--- src/keyed_fifo_with_promote_remove_assert.svh ---
// Assertion macros shared by the keyed FIFO RTL.
// Depends on nothing; included by the top level.
`ifndef KEYED_FIFO_WITH_PROMOTE_REMOVE_ASSERT_SVH
`define KEYED_FIFO_WITH_PROMOTE_REMOVE_ASSERT_SVH

// Same-cycle implication, checked outside reset.
`define KFPR_ASSERT_NOW(label, clk, rst, ante, cons) \
   label: assert property (@(posedge clk) disable iff (rst) (ante) |-> (cons)) \
      else $error("keyed fifo: same-cycle check failed");

// Next-cycle implication, checked outside reset.
`define KFPR_ASSERT_NEXT(label, clk, rst, ante, cons) \
   label: assert property (@(posedge clk) disable iff (rst) (ante) |=> (cons)) \
      else $error("keyed fifo: next-cycle check failed");

`endif

--- src/kfpr_pkg.sv ---
// Shared types and constants of the keyed FIFO.
// No dependencies; used by the channel interfaces and the top level.
package kfpr_pkg;

   // Store depth and derived widths.
   localparam int DEPTH   = 16;
   localparam int IDX_W   = $clog2(DEPTH);
   localparam int CNT_W   = $clog2(DEPTH + 1);
   localparam int QCNT_W  = 5;

   // Request kinds.
   localparam logic [2:0] KIND_ENQUEUE = 3'd0;
   localparam logic [2:0] KIND_DEQUEUE = 3'd1;
   localparam logic [2:0] KIND_PROMOTE = 3'd2;
   localparam logic [2:0] KIND_CANCEL  = 3'd3;
   localparam logic [2:0] KIND_CLEAR   = 3'd4;

   // Result status codes.
   localparam logic [1:0] ST_DONE = 2'd0;
   localparam logic [1:0] ST_FAIL = 2'd1;
   localparam logic [1:0] ST_FULL = 2'd2;

   typedef logic        [2:0]  kind_type;
   typedef logic signed [31:0] key_type;
   typedef logic        [31:0] payload_type;
   typedef logic        [1:0]  status_type;
   typedef logic [QCNT_W-1:0]  qcount_type;

   // One stored entry.
   typedef struct packed {
      key_type     key;
      payload_type payload;
   } entry_type;

endpackage

--- src/kfpr_req_if.sv ---
// Request channel: valid/ready handshake with the request fields.
// Depends on kfpr_pkg.
interface kfpr_req_if;
   import kfpr_pkg::*;

   logic        valid;
   logic        ready;
   kind_type    req_type;
   key_type     order_id;
   payload_type order_payload;

   modport source (output valid, req_type, order_id, order_payload, input ready);
   modport sink   (input valid, req_type, order_id, order_payload, output ready);
endinterface

--- src/kfpr_rsp_if.sv ---
// Result channel: valid/ready handshake with the result fields.
// Depends on kfpr_pkg.
interface kfpr_rsp_if;
   import kfpr_pkg::*;

   logic        valid;
   logic        ready;
   status_type  status;
   key_type     out_id;
   payload_type out_payload;
   qcount_type  queue_count;
   logic        queue_empty;

   modport source (output valid, status, out_id, out_payload, queue_count, queue_empty,
                   input ready);
   modport sink   (input valid, status, out_id, out_payload, queue_count, queue_empty,
                   output ready);
endinterface

--- src/keyed_fifo_with_promote_remove.sv ---
// Keyed FIFO with promote-to-front and remove-by-key, top level.
// Depends on kfpr_pkg, kfpr_req_if, kfpr_rsp_if and the assertion header.
//
// Usage:
//   req carries one request per beat: enqueue, dequeue, promote, cancel or
//   clear, with a key and a payload. rsp returns exactly one result beat per
//   request: status, the dequeued entry (zero otherwise), the entry count
//   and an empty flag. Results leave in request order.
//   Entries live in a 16-entry single-write, single-read memory with a
//   registered read port. A small sequencer walks that memory one entry per
//   cycle, using one key comparator, to search and to shift entries.
//   Enqueue, clear, undefined kinds and requests on an empty queue finish
//   without a walk; dequeue and cancel walk every entry, and promote walks
//   up to its key, then shifts the entries ahead of it toward the tail.
//   req.ready is high only while the sequencer is idle, so a new request is
//   taken only once the previous result has moved into the output register.
//   A new request is taken while a finished result still waits; if the
//   receiver stalls, the next result waits in the sequencer meanwhile.
//   Synchronous reset empties the queue and drops any pending result.
`include "keyed_fifo_with_promote_remove_assert.svh"

module keyed_fifo_with_promote_remove (
   input logic       clock,
   input logic       reset,
   kfpr_req_if.sink  req,
   kfpr_rsp_if.source rsp
);
   import kfpr_pkg::*;

   // Sequencer states.
   localparam logic [2:0] S_IDLE  = 3'd0;
   localparam logic [2:0] S_EXEC  = 3'd1;
   localparam logic [2:0] S_SCAN  = 3'd2;
   localparam logic [2:0] S_SHIFT = 3'd3;
   localparam logic [2:0] S_FRONT = 3'd4;
   localparam logic [2:0] S_RESP  = 3'd5;

   logic [2:0]       state_ff, state_in;
   kind_type         kind_ff;
   key_type          key_ff;
   payload_type      pay_ff;
   logic [CNT_W-1:0] count_ff, count_in;
   status_type       status_ff, status_in;
   key_type          oid_ff, oid_in;
   payload_type      opay_ff, opay_in;
   logic [IDX_W-1:0] rd_idx_ff, rd_idx_in;
   logic             issue_ff, issue_in;
   logic             data_vld_ff, data_vld_in;
   logic [IDX_W-1:0] data_idx_ff, data_idx_in;
   logic             found_ff, found_in;
   entry_type        held_ff, held_in;

   logic             rsp_valid_ff, rsp_valid_in;
   status_type       rsp_status_ff;
   key_type          rsp_id_ff;
   payload_type      rsp_pay_ff;
   logic [CNT_W-1:0] rsp_count_ff;
   logic             rsp_load;

   // Entry memory.
   entry_type        mem [DEPTH];
   entry_type        rd_data_ff;
   logic             wr_en;
   logic [IDX_W-1:0] wr_addr;
   entry_type        wr_data;

   logic             req_beat;
   logic [CNT_W-1:0] count_dec;
   logic [IDX_W-1:0] last_idx;
   logic             key_hit;
   logic             rm_hit;

   assign req_beat  = req.valid && req.ready;
   assign req.ready = (state_ff == S_IDLE);
   assign count_dec = count_ff - CNT_W'(1);
   assign last_idx  = count_dec[IDX_W-1:0];
   assign key_hit   = (rd_data_ff.key == key_ff);
   // A dequeue removes the head; a cancel removes the first key match.
   assign rm_hit    = (kind_ff == KIND_DEQUEUE) ? (data_idx_ff == '0) : key_hit;

   // Result leaves the sequencer once the output register is free.
   assign rsp_load  = (state_ff == S_RESP) && (!rsp_valid_ff || rsp.ready);

   // Memory: one write port, one registered read port.
   always_ff @(posedge clock) begin
      if (wr_en) begin
         mem[wr_addr] <= wr_data;
      end
      rd_data_ff <= mem[rd_idx_ff];
   end

   // Sequencer next state and memory write control.
   always_comb begin
      state_in    = state_ff;
      count_in    = count_ff;
      status_in   = status_ff;
      oid_in      = oid_ff;
      opay_in     = opay_ff;
      rd_idx_in   = rd_idx_ff;
      issue_in    = issue_ff;
      data_vld_in = 1'b0;
      data_idx_in = data_idx_ff;
      found_in    = found_ff;
      held_in     = held_ff;
      wr_en       = 1'b0;
      wr_addr     = data_idx_ff;
      wr_data     = rd_data_ff;

      unique case (state_ff)
         S_IDLE: begin
            if (req_beat) begin
               state_in = S_EXEC;
            end
         end

         S_EXEC: begin
            oid_in    = '0;
            opay_in   = '0;
            status_in = ST_FAIL;
            found_in  = 1'b0;
            rd_idx_in = '0;
            issue_in  = 1'b0;
            state_in  = S_RESP;
            unique case (kind_ff)
               KIND_ENQUEUE: begin
                  if (count_ff == CNT_W'(DEPTH)) begin
                     status_in = ST_FULL;
                  end else begin
                     wr_en     = 1'b1;
                     wr_addr   = count_ff[IDX_W-1:0];
                     wr_data   = '{key: key_ff, payload: pay_ff};
                     count_in  = count_ff + CNT_W'(1);
                     status_in = ST_DONE;
                  end
               end
               KIND_DEQUEUE, KIND_PROMOTE, KIND_CANCEL: begin
                  if (count_ff != '0) begin
                     issue_in = 1'b1;
                     state_in = S_SCAN;
                  end
               end
               KIND_CLEAR: begin
                  count_in  = '0;
                  status_in = ST_DONE;
               end
               default: begin
                  status_in = ST_FAIL;
               end
            endcase
         end

         // Walk the entries from the head, one read per cycle.
         S_SCAN: begin
            if (issue_ff) begin
               data_vld_in = 1'b1;
               data_idx_in = rd_idx_ff;
               if (rd_idx_ff == last_idx) begin
                  issue_in = 1'b0;
               end else begin
                  rd_idx_in = rd_idx_ff + IDX_W'(1);
               end
            end
            if (data_vld_ff) begin
               if (kind_ff == KIND_PROMOTE) begin
                  priority if (data_idx_ff == '0 && key_hit) begin
                     // The head already holds the key.
                     state_in = S_RESP;
                  end else if (data_idx_ff != '0 && key_hit) begin
                     held_in     = rd_data_ff;
                     rd_idx_in   = data_idx_ff - IDX_W'(1);
                     issue_in    = 1'b1;
                     data_vld_in = 1'b0;
                     state_in    = S_SHIFT;
                  end else if (data_idx_ff == last_idx) begin
                     state_in = S_RESP;
                  end
                  if (state_in == S_RESP) begin
                     issue_in    = 1'b0;
                     data_vld_in = 1'b0;
                  end
               end else begin
                  // Entries after the removed one move one slot toward the head.
                  if (found_ff) begin
                     wr_en   = 1'b1;
                     wr_addr = data_idx_ff - IDX_W'(1);
                     wr_data = rd_data_ff;
                  end else if (rm_hit) begin
                     found_in = 1'b1;
                     if (kind_ff == KIND_DEQUEUE) begin
                        oid_in  = rd_data_ff.key;
                        opay_in = rd_data_ff.payload;
                     end
                  end
                  if (data_idx_ff == last_idx) begin
                     issue_in    = 1'b0;
                     data_vld_in = 1'b0;
                     state_in    = S_RESP;
                     if (found_ff || rm_hit) begin
                        count_in  = count_dec;
                        status_in = ST_DONE;
                     end
                  end
               end
            end
         end

         // Move the entries ahead of the promoted one down by one slot.
         S_SHIFT: begin
            if (issue_ff) begin
               data_vld_in = 1'b1;
               data_idx_in = rd_idx_ff;
               if (rd_idx_ff == '0) begin
                  issue_in = 1'b0;
               end else begin
                  rd_idx_in = rd_idx_ff - IDX_W'(1);
               end
            end
            if (data_vld_ff) begin
               wr_en   = 1'b1;
               wr_addr = data_idx_ff + IDX_W'(1);
               wr_data = rd_data_ff;
               if (data_idx_ff == '0) begin
                  issue_in    = 1'b0;
                  data_vld_in = 1'b0;
                  state_in    = S_FRONT;
               end
            end
         end

         // Put the promoted entry at the head.
         S_FRONT: begin
            wr_en     = 1'b1;
            wr_addr   = '0;
            wr_data   = held_ff;
            status_in = ST_DONE;
            state_in  = S_RESP;
         end

         S_RESP: begin
            if (rsp_load) begin
               state_in = S_IDLE;
            end
         end

         default: begin
            state_in = S_IDLE;
         end
      endcase
   end

   // Output register valid flag.
   always_comb begin
      rsp_valid_in = rsp_valid_ff;
      if (rsp_load) begin
         rsp_valid_in = 1'b1;
      end else if (rsp.ready) begin
         rsp_valid_in = 1'b0;
      end
   end

   // Control registers.
   always_ff @(posedge clock) begin
      if (reset) begin
         state_ff     <= S_IDLE;
         count_ff     <= '0;
         issue_ff     <= 1'b0;
         data_vld_ff  <= 1'b0;
         found_ff     <= 1'b0;
         rsp_valid_ff <= 1'b0;
      end else begin
         state_ff     <= state_in;
         count_ff     <= count_in;
         issue_ff     <= issue_in;
         data_vld_ff  <= data_vld_in;
         found_ff     <= found_in;
         rsp_valid_ff <= rsp_valid_in;
      end
   end

   // Payload registers.
   always_ff @(posedge clock) begin
      if (req_beat) begin
         kind_ff <= req.req_type;
         key_ff  <= req.order_id;
         pay_ff  <= req.order_payload;
      end
      status_ff   <= status_in;
      oid_ff      <= oid_in;
      opay_ff     <= opay_in;
      rd_idx_ff   <= rd_idx_in;
      data_idx_ff <= data_idx_in;
      held_ff     <= held_in;
      if (rsp_load) begin
         rsp_status_ff <= status_ff;
         rsp_id_ff     <= oid_ff;
         rsp_pay_ff    <= opay_ff;
         rsp_count_ff  <= count_ff;
      end
   end

   assign rsp.valid       = rsp_valid_ff;
   assign rsp.status      = rsp_status_ff;
   assign rsp.out_id      = rsp_id_ff;
   assign rsp.out_payload = rsp_pay_ff;
   assign rsp.queue_count = QCNT_W'(rsp_count_ff);
   assign rsp.queue_empty = (rsp_count_ff == '0);

   // Checks on the sequencer.
   `KFPR_ASSERT_NOW(a_count_bound, clock, reset, 1'b1, count_ff <= CNT_W'(DEPTH))
   `KFPR_ASSERT_NOW(a_write_in_use, clock, reset, wr_en && (state_ff != S_EXEC),
      {1'b0, wr_addr} < count_ff)
   `KFPR_ASSERT_NEXT(a_beat_starts, clock, reset, req_beat, state_ff == S_EXEC)
   `KFPR_ASSERT_NOW(a_enq_done_nonempty, clock, reset,
      (state_ff == S_RESP) && (kind_ff == KIND_ENQUEUE) && (status_ff == ST_DONE),
      count_ff != '0)

endmodule

--- src/flat_wrapper.sv ---
// flat-port wrapper written by rule: the top's interface ports become plain ports
module keyed_fifo_with_promote_remove_flat import kfpr_pkg::*;
  (clock, reset, req_valid, req_req_type, req_order_id, req_order_payload, req_ready, rsp_valid, rsp_status, rsp_out_id, rsp_out_payload, rsp_queue_count, rsp_queue_empty, rsp_ready);
  kfpr_req_if req_i ();
  kfpr_rsp_if rsp_i ();
  input logic clock;
  input logic reset;
  input wire logic [$bits(req_i.valid)-1:0] req_valid;
  input wire logic [$bits(req_i.req_type)-1:0] req_req_type;
  input wire logic [$bits(req_i.order_id)-1:0] req_order_id;
  input wire logic [$bits(req_i.order_payload)-1:0] req_order_payload;
  output wire logic [$bits(req_i.ready)-1:0] req_ready;
  output wire logic [$bits(rsp_i.valid)-1:0] rsp_valid;
  output wire logic [$bits(rsp_i.status)-1:0] rsp_status;
  output wire logic [$bits(rsp_i.out_id)-1:0] rsp_out_id;
  output wire logic [$bits(rsp_i.out_payload)-1:0] rsp_out_payload;
  output wire logic [$bits(rsp_i.queue_count)-1:0] rsp_queue_count;
  output wire logic [$bits(rsp_i.queue_empty)-1:0] rsp_queue_empty;
  input wire logic [$bits(rsp_i.ready)-1:0] rsp_ready;
  assign req_i.valid = req_valid;
  assign req_i.req_type = req_req_type;
  assign req_i.order_id = req_order_id;
  assign req_i.order_payload = req_order_payload;
  assign req_ready = req_i.ready;
  assign rsp_valid = rsp_i.valid;
  assign rsp_status = rsp_i.status;
  assign rsp_out_id = rsp_i.out_id;
  assign rsp_out_payload = rsp_i.out_payload;
  assign rsp_queue_count = rsp_i.queue_count;
  assign rsp_queue_empty = rsp_i.queue_empty;
  assign rsp_i.ready = rsp_ready;
  keyed_fifo_with_promote_remove u_core (.clock(clock), .reset(reset), .req(req_i), .rsp(rsp_i));
endmodule
--- config.mk ---
export PLATFORM = sky130hd
export DESIGN_NAME = keyed_fifo_with_promote_remove_flat
export DESIGN_NICKNAME = d
export VERILOG_FILES = /design/src/kfpr_pkg.sv /design/src/kfpr_req_if.sv /design/src/kfpr_rsp_if.sv /design/src/keyed_fifo_with_promote_remove.sv /design/src/flat_wrapper.sv
export VERILOG_INCLUDE_DIRS = /design/src /design/src/src
export SDC_FILE = /design/constraint.sdc
export NUM_CORES = 1
export LEC_CHECK = 0
export BUFFER_PORTS_ARGS = -buffer_cell sky130_fd_sc_hd__buf_2
export CORE_ASPECT_RATIO = 2
export CORE_MARGIN = 5
export CORE_UTILIZATION = 50
export CTS_BUF_LIST = sky130_fd_sc_hd__clkbuf_8
export CTS_CLUSTER_DIAMETER = 120
export DETAILED_ROUTE_END_ITERATION = 10
export PLACE_DENSITY = 0.75
export SETUP_SLACK_MARGIN = 0.05
export SLEW_MARGIN = 10
export SYNTH_ARGS = -nofsm -noshare
export SYNTH_HDL_FRONTEND = slang
export SYNTH_SLANG_ARGS = --single-unit
--- constraint.sdc ---
create_clock -name clock -period 11.2 [get_ports clock]
set_clock_uncertainty 0.15 [all_clocks]
set_input_delay 0.56 -clock clock [delete_from_list [all_inputs] [get_ports clock]]
set_output_delay 0.56 -clock clock [all_outputs]
set_load 0.01 [all_outputs]
# Yosys cells after proc, flatten, opt, wreduce, memory -nomap -nowiden

Memory sizes are Yosys's and may differ from the RTL's. A register that Yosys moved wholly into a read port is not among the register bits.
Cells that the tools add are included.

Word-level logic and storage cells: 187
Bits in writable memories: 1024
Memories: 1
Register bits: 288
Output and inout bits: 74
Bits of input ports: 71

Memory list:

| name       | words | width | rd ports | clocked after Yosys merged registers in | wr ports | line                                 | text |
|---|---|---|---|---|---|---|---|
| u_core.mem | 16    | 64    | 1        | 1                                       | 1        | keyed_fifo_with_promote_remove.sv:61 | `entry_type mem [DEPTH];` |

Multiplexer cells: 102
$add $sub $neg: 6
Bitwise logic cells: 1
Reduce and logical (&&, ||, !) cells: 28
Equal/unequal tests: 29

Operators with widths:

| operator                                            | count |
|---|---|
| two-way mux 32 bit                                  | 10 |
| two-way mux 64 bit                                  | 2 |
| case mux 32 bit (2 select lines)                    | 2 |
| case mux 64 bit (2 select lines)                    | 1 |
| two-way mux 4 bit                                   | 14 |
| two-way mux 3 bit                                   | 14 |
| two-way mux 1 bit                                   | 38 |
| equality test 32 bit                                | 1 |
| two-way mux 5 bit                                   | 5 |
| case mux 5 bit (2 select lines)                     | 2 |
| != test 2 x 1 -> 1 bit, second input constant       | 9 |
| case mux 3 bit (6 select lines)                     | 1 |
| case mux 4 bit (4 select lines)                     | 1 |
| AND reduction 5 bit                                 | 3 |
| equality test 3 x 2 -> 1 bit, second input constant | 4 |
| equality test 3 bit, second input constant          | 4 |
| case mux 4 bit (3 select lines)                     | 1 |
| two-way mux 2 bit                                   | 5 |
| adder 4 x 1 -> 4 bit, second input constant         | 2 |
| equality test 4 bit                                 | 2 |
| logical NOT 4 bit                                   | 2 |
| != test 2 bit, second input constant                | 4 |
| subtractor 4 x 1 -> 4 bit, second input constant    | 2 |
| AND reduction 7 bit                                 | 1 |
| other kinds (25)                                    | 36 |

# Depth between registers and ports, before layout

Word-level depth: 13
Mapped depth: 12
Gate-level depth less buffers: 8

# Worst setup path before layout

OpenSTA, ideal clock, no wires.

Path kind: reg2reg
Start: register u_core.data_idx_ff[0]
End: register u_core.oid_ff[0], enable pin
Arrival: 6030 ps
Data required time: 10469 ps
Library setup time: 581 ps
Stages on the path, launching flop included: 7
Path buffers: 1
Clock period less this slack: 6761 ps
Setup slack: 4439 ps
Cell sequence: edfxtp_1 > buf_2 > inv_1 > ha_1 > nor3b_2 > nand2_1 > o31ai_1

Cells in the longest elaborated chain, start to end: 4

RTL lines:

| item                                    | line                                  | text |
|---|---|---|
| start: declaration                      | keyed_fifo_with_promote_remove.sv:49  | `logic [IDX_W-1:0] data_idx_ff, data_idx_in;` |
| start signal: assignment                | keyed_fifo_with_promote_remove.sv:291 | `data_idx_ff <= data_idx_in;` |
| logical NOT 4 bit                       | keyed_fifo_with_promote_remove.sv:79  | `assign rm_hit = (kind_ff == KIND_DEQUEUE) ? (data_idx_ff == '0) : key_hit;` |
| two-way mux 1 bit                       | keyed_fifo_with_promote_remove.sv:79  |  |
| != test 2 x 1 -> 1 bit (no source line) | n/a                                   |  |
| AND reduction 6 bit (no source line)    | n/a                                   |  |
| end signal: assignment                  | keyed_fifo_with_promote_remove.sv:288 | `oid_ff <= oid_in;` |
| end: declaration                        | keyed_fifo_with_promote_remove.sv:44  | `key_type oid_ff, oid_in;` |

No other way between the ends.
A chain may end at the register's enable or synchronous reset.

# Worst setup path after layout

Start: register u_core.state_ff[0]
End: memory u_core.mem[8][18] (netlist name), enable pin

Cells in the longest elaborated chain, start to end: 4
Elaborated cells on any way between the ends: 8
Those cells by class: eq/ne (4); mux (4)

RTL lines:

| item                                              | line                                  | text |
|---|---|---|
| start: declaration                                | keyed_fifo_with_promote_remove.sv:38  | `logic [2:0] state_ff, state_in;` |
| start signal: assignment                          | keyed_fifo_with_promote_remove.sv:271 | `state_ff <= state_in;` |
| equality test 3 bit, or another cell as far along | keyed_fifo_with_promote_remove.sv:109 | `unique case (state_ff)` |
| case mux 1 bit (4 select lines)                   | keyed_fifo_with_promote_remove.sv:109 |  |
| two-way mux 1 bit                                 | keyed_fifo_with_promote_remove.sv:86  | `if (wr_en) begin` |
| two-way mux 1 bit (not written as such)           | keyed_fifo_with_promote_remove.sv:87  | `mem[wr_addr] <= wr_data;` |
| end: declaration                                  | keyed_fifo_with_promote_remove.sv:61  |  |

Several ways; a longest one is shown, not always the timed one.

==> results.txt <==
root buf cell - clkbuf_8
fillcell total - 7682
worst hold path depth - 3
syn_nets - 2941
Crit Path Class - register to register
Final Cycle Share - 48.47%
kind of start point of the critical path - register
Top delay family on crit path - simple AND/OR/NAND/NOR gates
first-pass GRT wire length - 181800 um
WL per Instance - 26.22 um
Placed Cells - 4265
CTS tree - done
Clock Path Buffers - 3
worst r2r src - u_core.state_ff[0]
# port buffers - 144
CP Capture Type - register
starting density of the core - 50.21%
share of layout cells above drive strength 1 - 20.95%
WP data required - 11.53 ns
Final nets - 3234
crit path cell chain - or3b_1 -> nor3_4 -> mux2i_1 -> and3_1 -> nand3_1 -> nor2_4 -> buf_4
DRT iter0 DRCs - 2625
post-synthesis cell type count - 73
status - finished clean
CTS Buf Count - 181
met3 Use GR - 3.875%
# rows - 168
fin cells - 4675
clk slew on worst S/H paths - 0.07 ns
fin. max-slew vios - 0
grt ovf - 0
Rel. slew slack - 27.04%
Primary FF master, synth - edfxtp_1
# setup viols final - 0
Reg2Reg Depth - 7
Seq cells post-synth - 1376
Die H - 468.1 um
most frequent cell after synthesis - edfxtp_1
area grow syn2layout - 13.08%
setup bufs post-CTS - 0
die width - 239.0 um
detailed placement HPWL - 67280 um
Yosys top cell by area - edfxtp_1
maximum vdd drop - 0.0001052 V
Sink Count - 1376
Achievable Freq - 184.2 MHz
vias in the first global route - 28.86k
crit path DAT - 5.76 ns
slowest cell delay on critical path - 0.90 ns
Fin. Hold Viols - 0
routed vias/inst - 5.920
largest net degree at the start of global routing - 101
die area - 111900 um2
DR DRC count - 0
synth top area cells - edfxtp_1 (74%), mux4_2 (5.5%), mux2i_1 (3.7%)
PwrDens - 188.5 nW/um2
worst setup path start - u_core.state_ff[0]
H-tree depth - 4
Placer Congestion - 0.9338
IO Count - 145
met2 usage - 38.43%
synth warn - 0
Syn Area/Cell - 18.31 um2
number of enable flip-flop cells after synthesis - 1300
vias - 27.68k
slowest library cell on the worst path - nor3_4
maxcap violations - 0
Tightest Hold Check Type - input port to register
met1 GRT Util - 27.09%
Post-Synthesis Cells - 2864
Crit Path Max Fanout - 44
min Tclk post-route - 5.428 ns
register area share after synthesis - 77.32%
RSZ-0062 raised after global routing - false
Total GRT Usage - 21.76%
leak pwr - 19.99 nW
Synth top cells by count - edfxtp_1 (1300), nand2_1 (222), mux2i_1 (195)
Critical Path End - u_core.mem[8][18]
ys async rst share - 0%
WL final - 122600 um
post-layout util - 56.78%
ANT nets after route - 0
Worst-Skew Late Latency - 0.86 ns
R2R setup slack - 5.77 ns
share of the synthesized area in the top cell type - 74.42%
GRT busiest layer - met2
Critical Path Stages - 7
Least-Margin Pin Slew - 1.094 ns
TritonRoute pass-1 iters - 6
synthesized cell area - 52450 um2
CP bufs+invs - 1
initial antenna violation count - 5
core area - 104500 um2
Fin Setup TNS - 0 ns
worst reg2reg endpoint - u_core.mem[8][18]
per-layer routing:
metal,share of wire (%),up-vias
met4,3.2,2
met1,37,14110
li1,-,12060
met3,7.1,270
met5,0.011,-
met2,53,1235
worst reg2reg max path: stages (launching register included):
cell and delay, ns:
dfxtp_1 0.82, or3b_1 0.56, nor3_4 0.90, mux2i_1 0.34
and3_1 0.22, nand3_1 0.34, nor2_4 0.88, buf_4 0.81
cells in the final DEF, fill, tap and decap left out, types with 75 or more instances in the layout:
cell      instances
a21oi_1          84
a22oi_1         130
buf_2           144
clkbuf_8        215
dfxtp_1          76
edfxtp_1       1300
inv_1            75
mux2i_1         195
mux4_2          128
nand2_1         221
o21ai_0         142
cell type report:
type,instances,area (um2),area share [%]
flip-flops and latches,1376,40560,68.38
multi-input cells,1320,11370,19.17
clock buffers,215,2959,4.989
repair buffers,265,1814,3.059
well taps,1360,1702,2.869
clock inverters,124,859.6,1.449
inverters,13,48.80,0.08226
diodes,2,5.005,0.008437
where the power goes:
group | total, mW | internal [mW] | switching (mW)
clock network | 3.86 | 2.03 | 1.83
registers | 6.22 | 6.11 | 0.105
logic | 1.11 | 0.318 | 0.789
total | 11.2 | 8.46 | 2.72
how the worst min path moves through the flow:
stage | from | end
finish | rsp_ready | u_core.rsp.valid
CTS | rsp_ready | u_core.rsp.valid
detailed placement | u_core.oid_ff[19] | u_core.rsp.out_id[19]
floorplan | u_core.oid_ff[0] | u_core.rsp.out_id[0]
global placement | u_core.oid_ff[18] | u_core.rsp.out_id[18]
global route | rsp_ready | u_core.rsp.valid
through the flow:
stage	power [mW]	cell area [um2]	worst slack, ns	hold slack, ns
5_1_grt	11.60	59320	5.569	0.08334
6_report	11.18	59320	5.772	0.1099
3_3_place_gp	7.366	54800	5.859	0.2549
2_1_floorplan	6.991	52450	4.439	0.2503
4_1_cts	11.27	59310	5.772	0.03556
3_5_place_dp	7.408	54800	5.800	0.2545
sequential cells by signal (all words and copies together) (netlist names), 2 cells and up:
signal / count
u_core.key_ff: 32
u_core.count_ff: 5
u_core.status_ff: 2
u_core.rsp.out_payload: 32
u_core.rsp.status: 2
u_core.rd_idx_ff: 4
u_core.rsp.out_id: 32
u_core.mem: 1024
u_core.opay_ff: 32
u_core.rsp.queue_count: 5
u_core.oid_ff: 32
u_core.held_ff: 64
u_core.rd_data_ff: 64
u_core.data_idx_ff: 4
u_core.kind_ff: 3
u_core.pay_ff: 32
u_core.state_ff: 3
what timing repair did:
action | 4_1_cts | 5_1_grt
endpoints found under the hold margin | 77 | 0
gates resized for setup | 0 | 0
hold buffers | 69 | 0
logic make-up (layout without fill, tap and decap cells):
kind of cell	after synthesis	count (layout)	share of synthesized area, %
xor gates and xnor gates	51	51	0.9040
adders and majority gates	6	6	0.1431
and+or+nand+nor	407	407	3.807
buffers and inverters	168	617	1.348
DFF	1376	1376	77.32
other	0	2	0
muxes	388	388	10.61
AOI/OAI and AO/OA	468	468	5.863
Note: power is estimated with default switching activity, not from simulation.
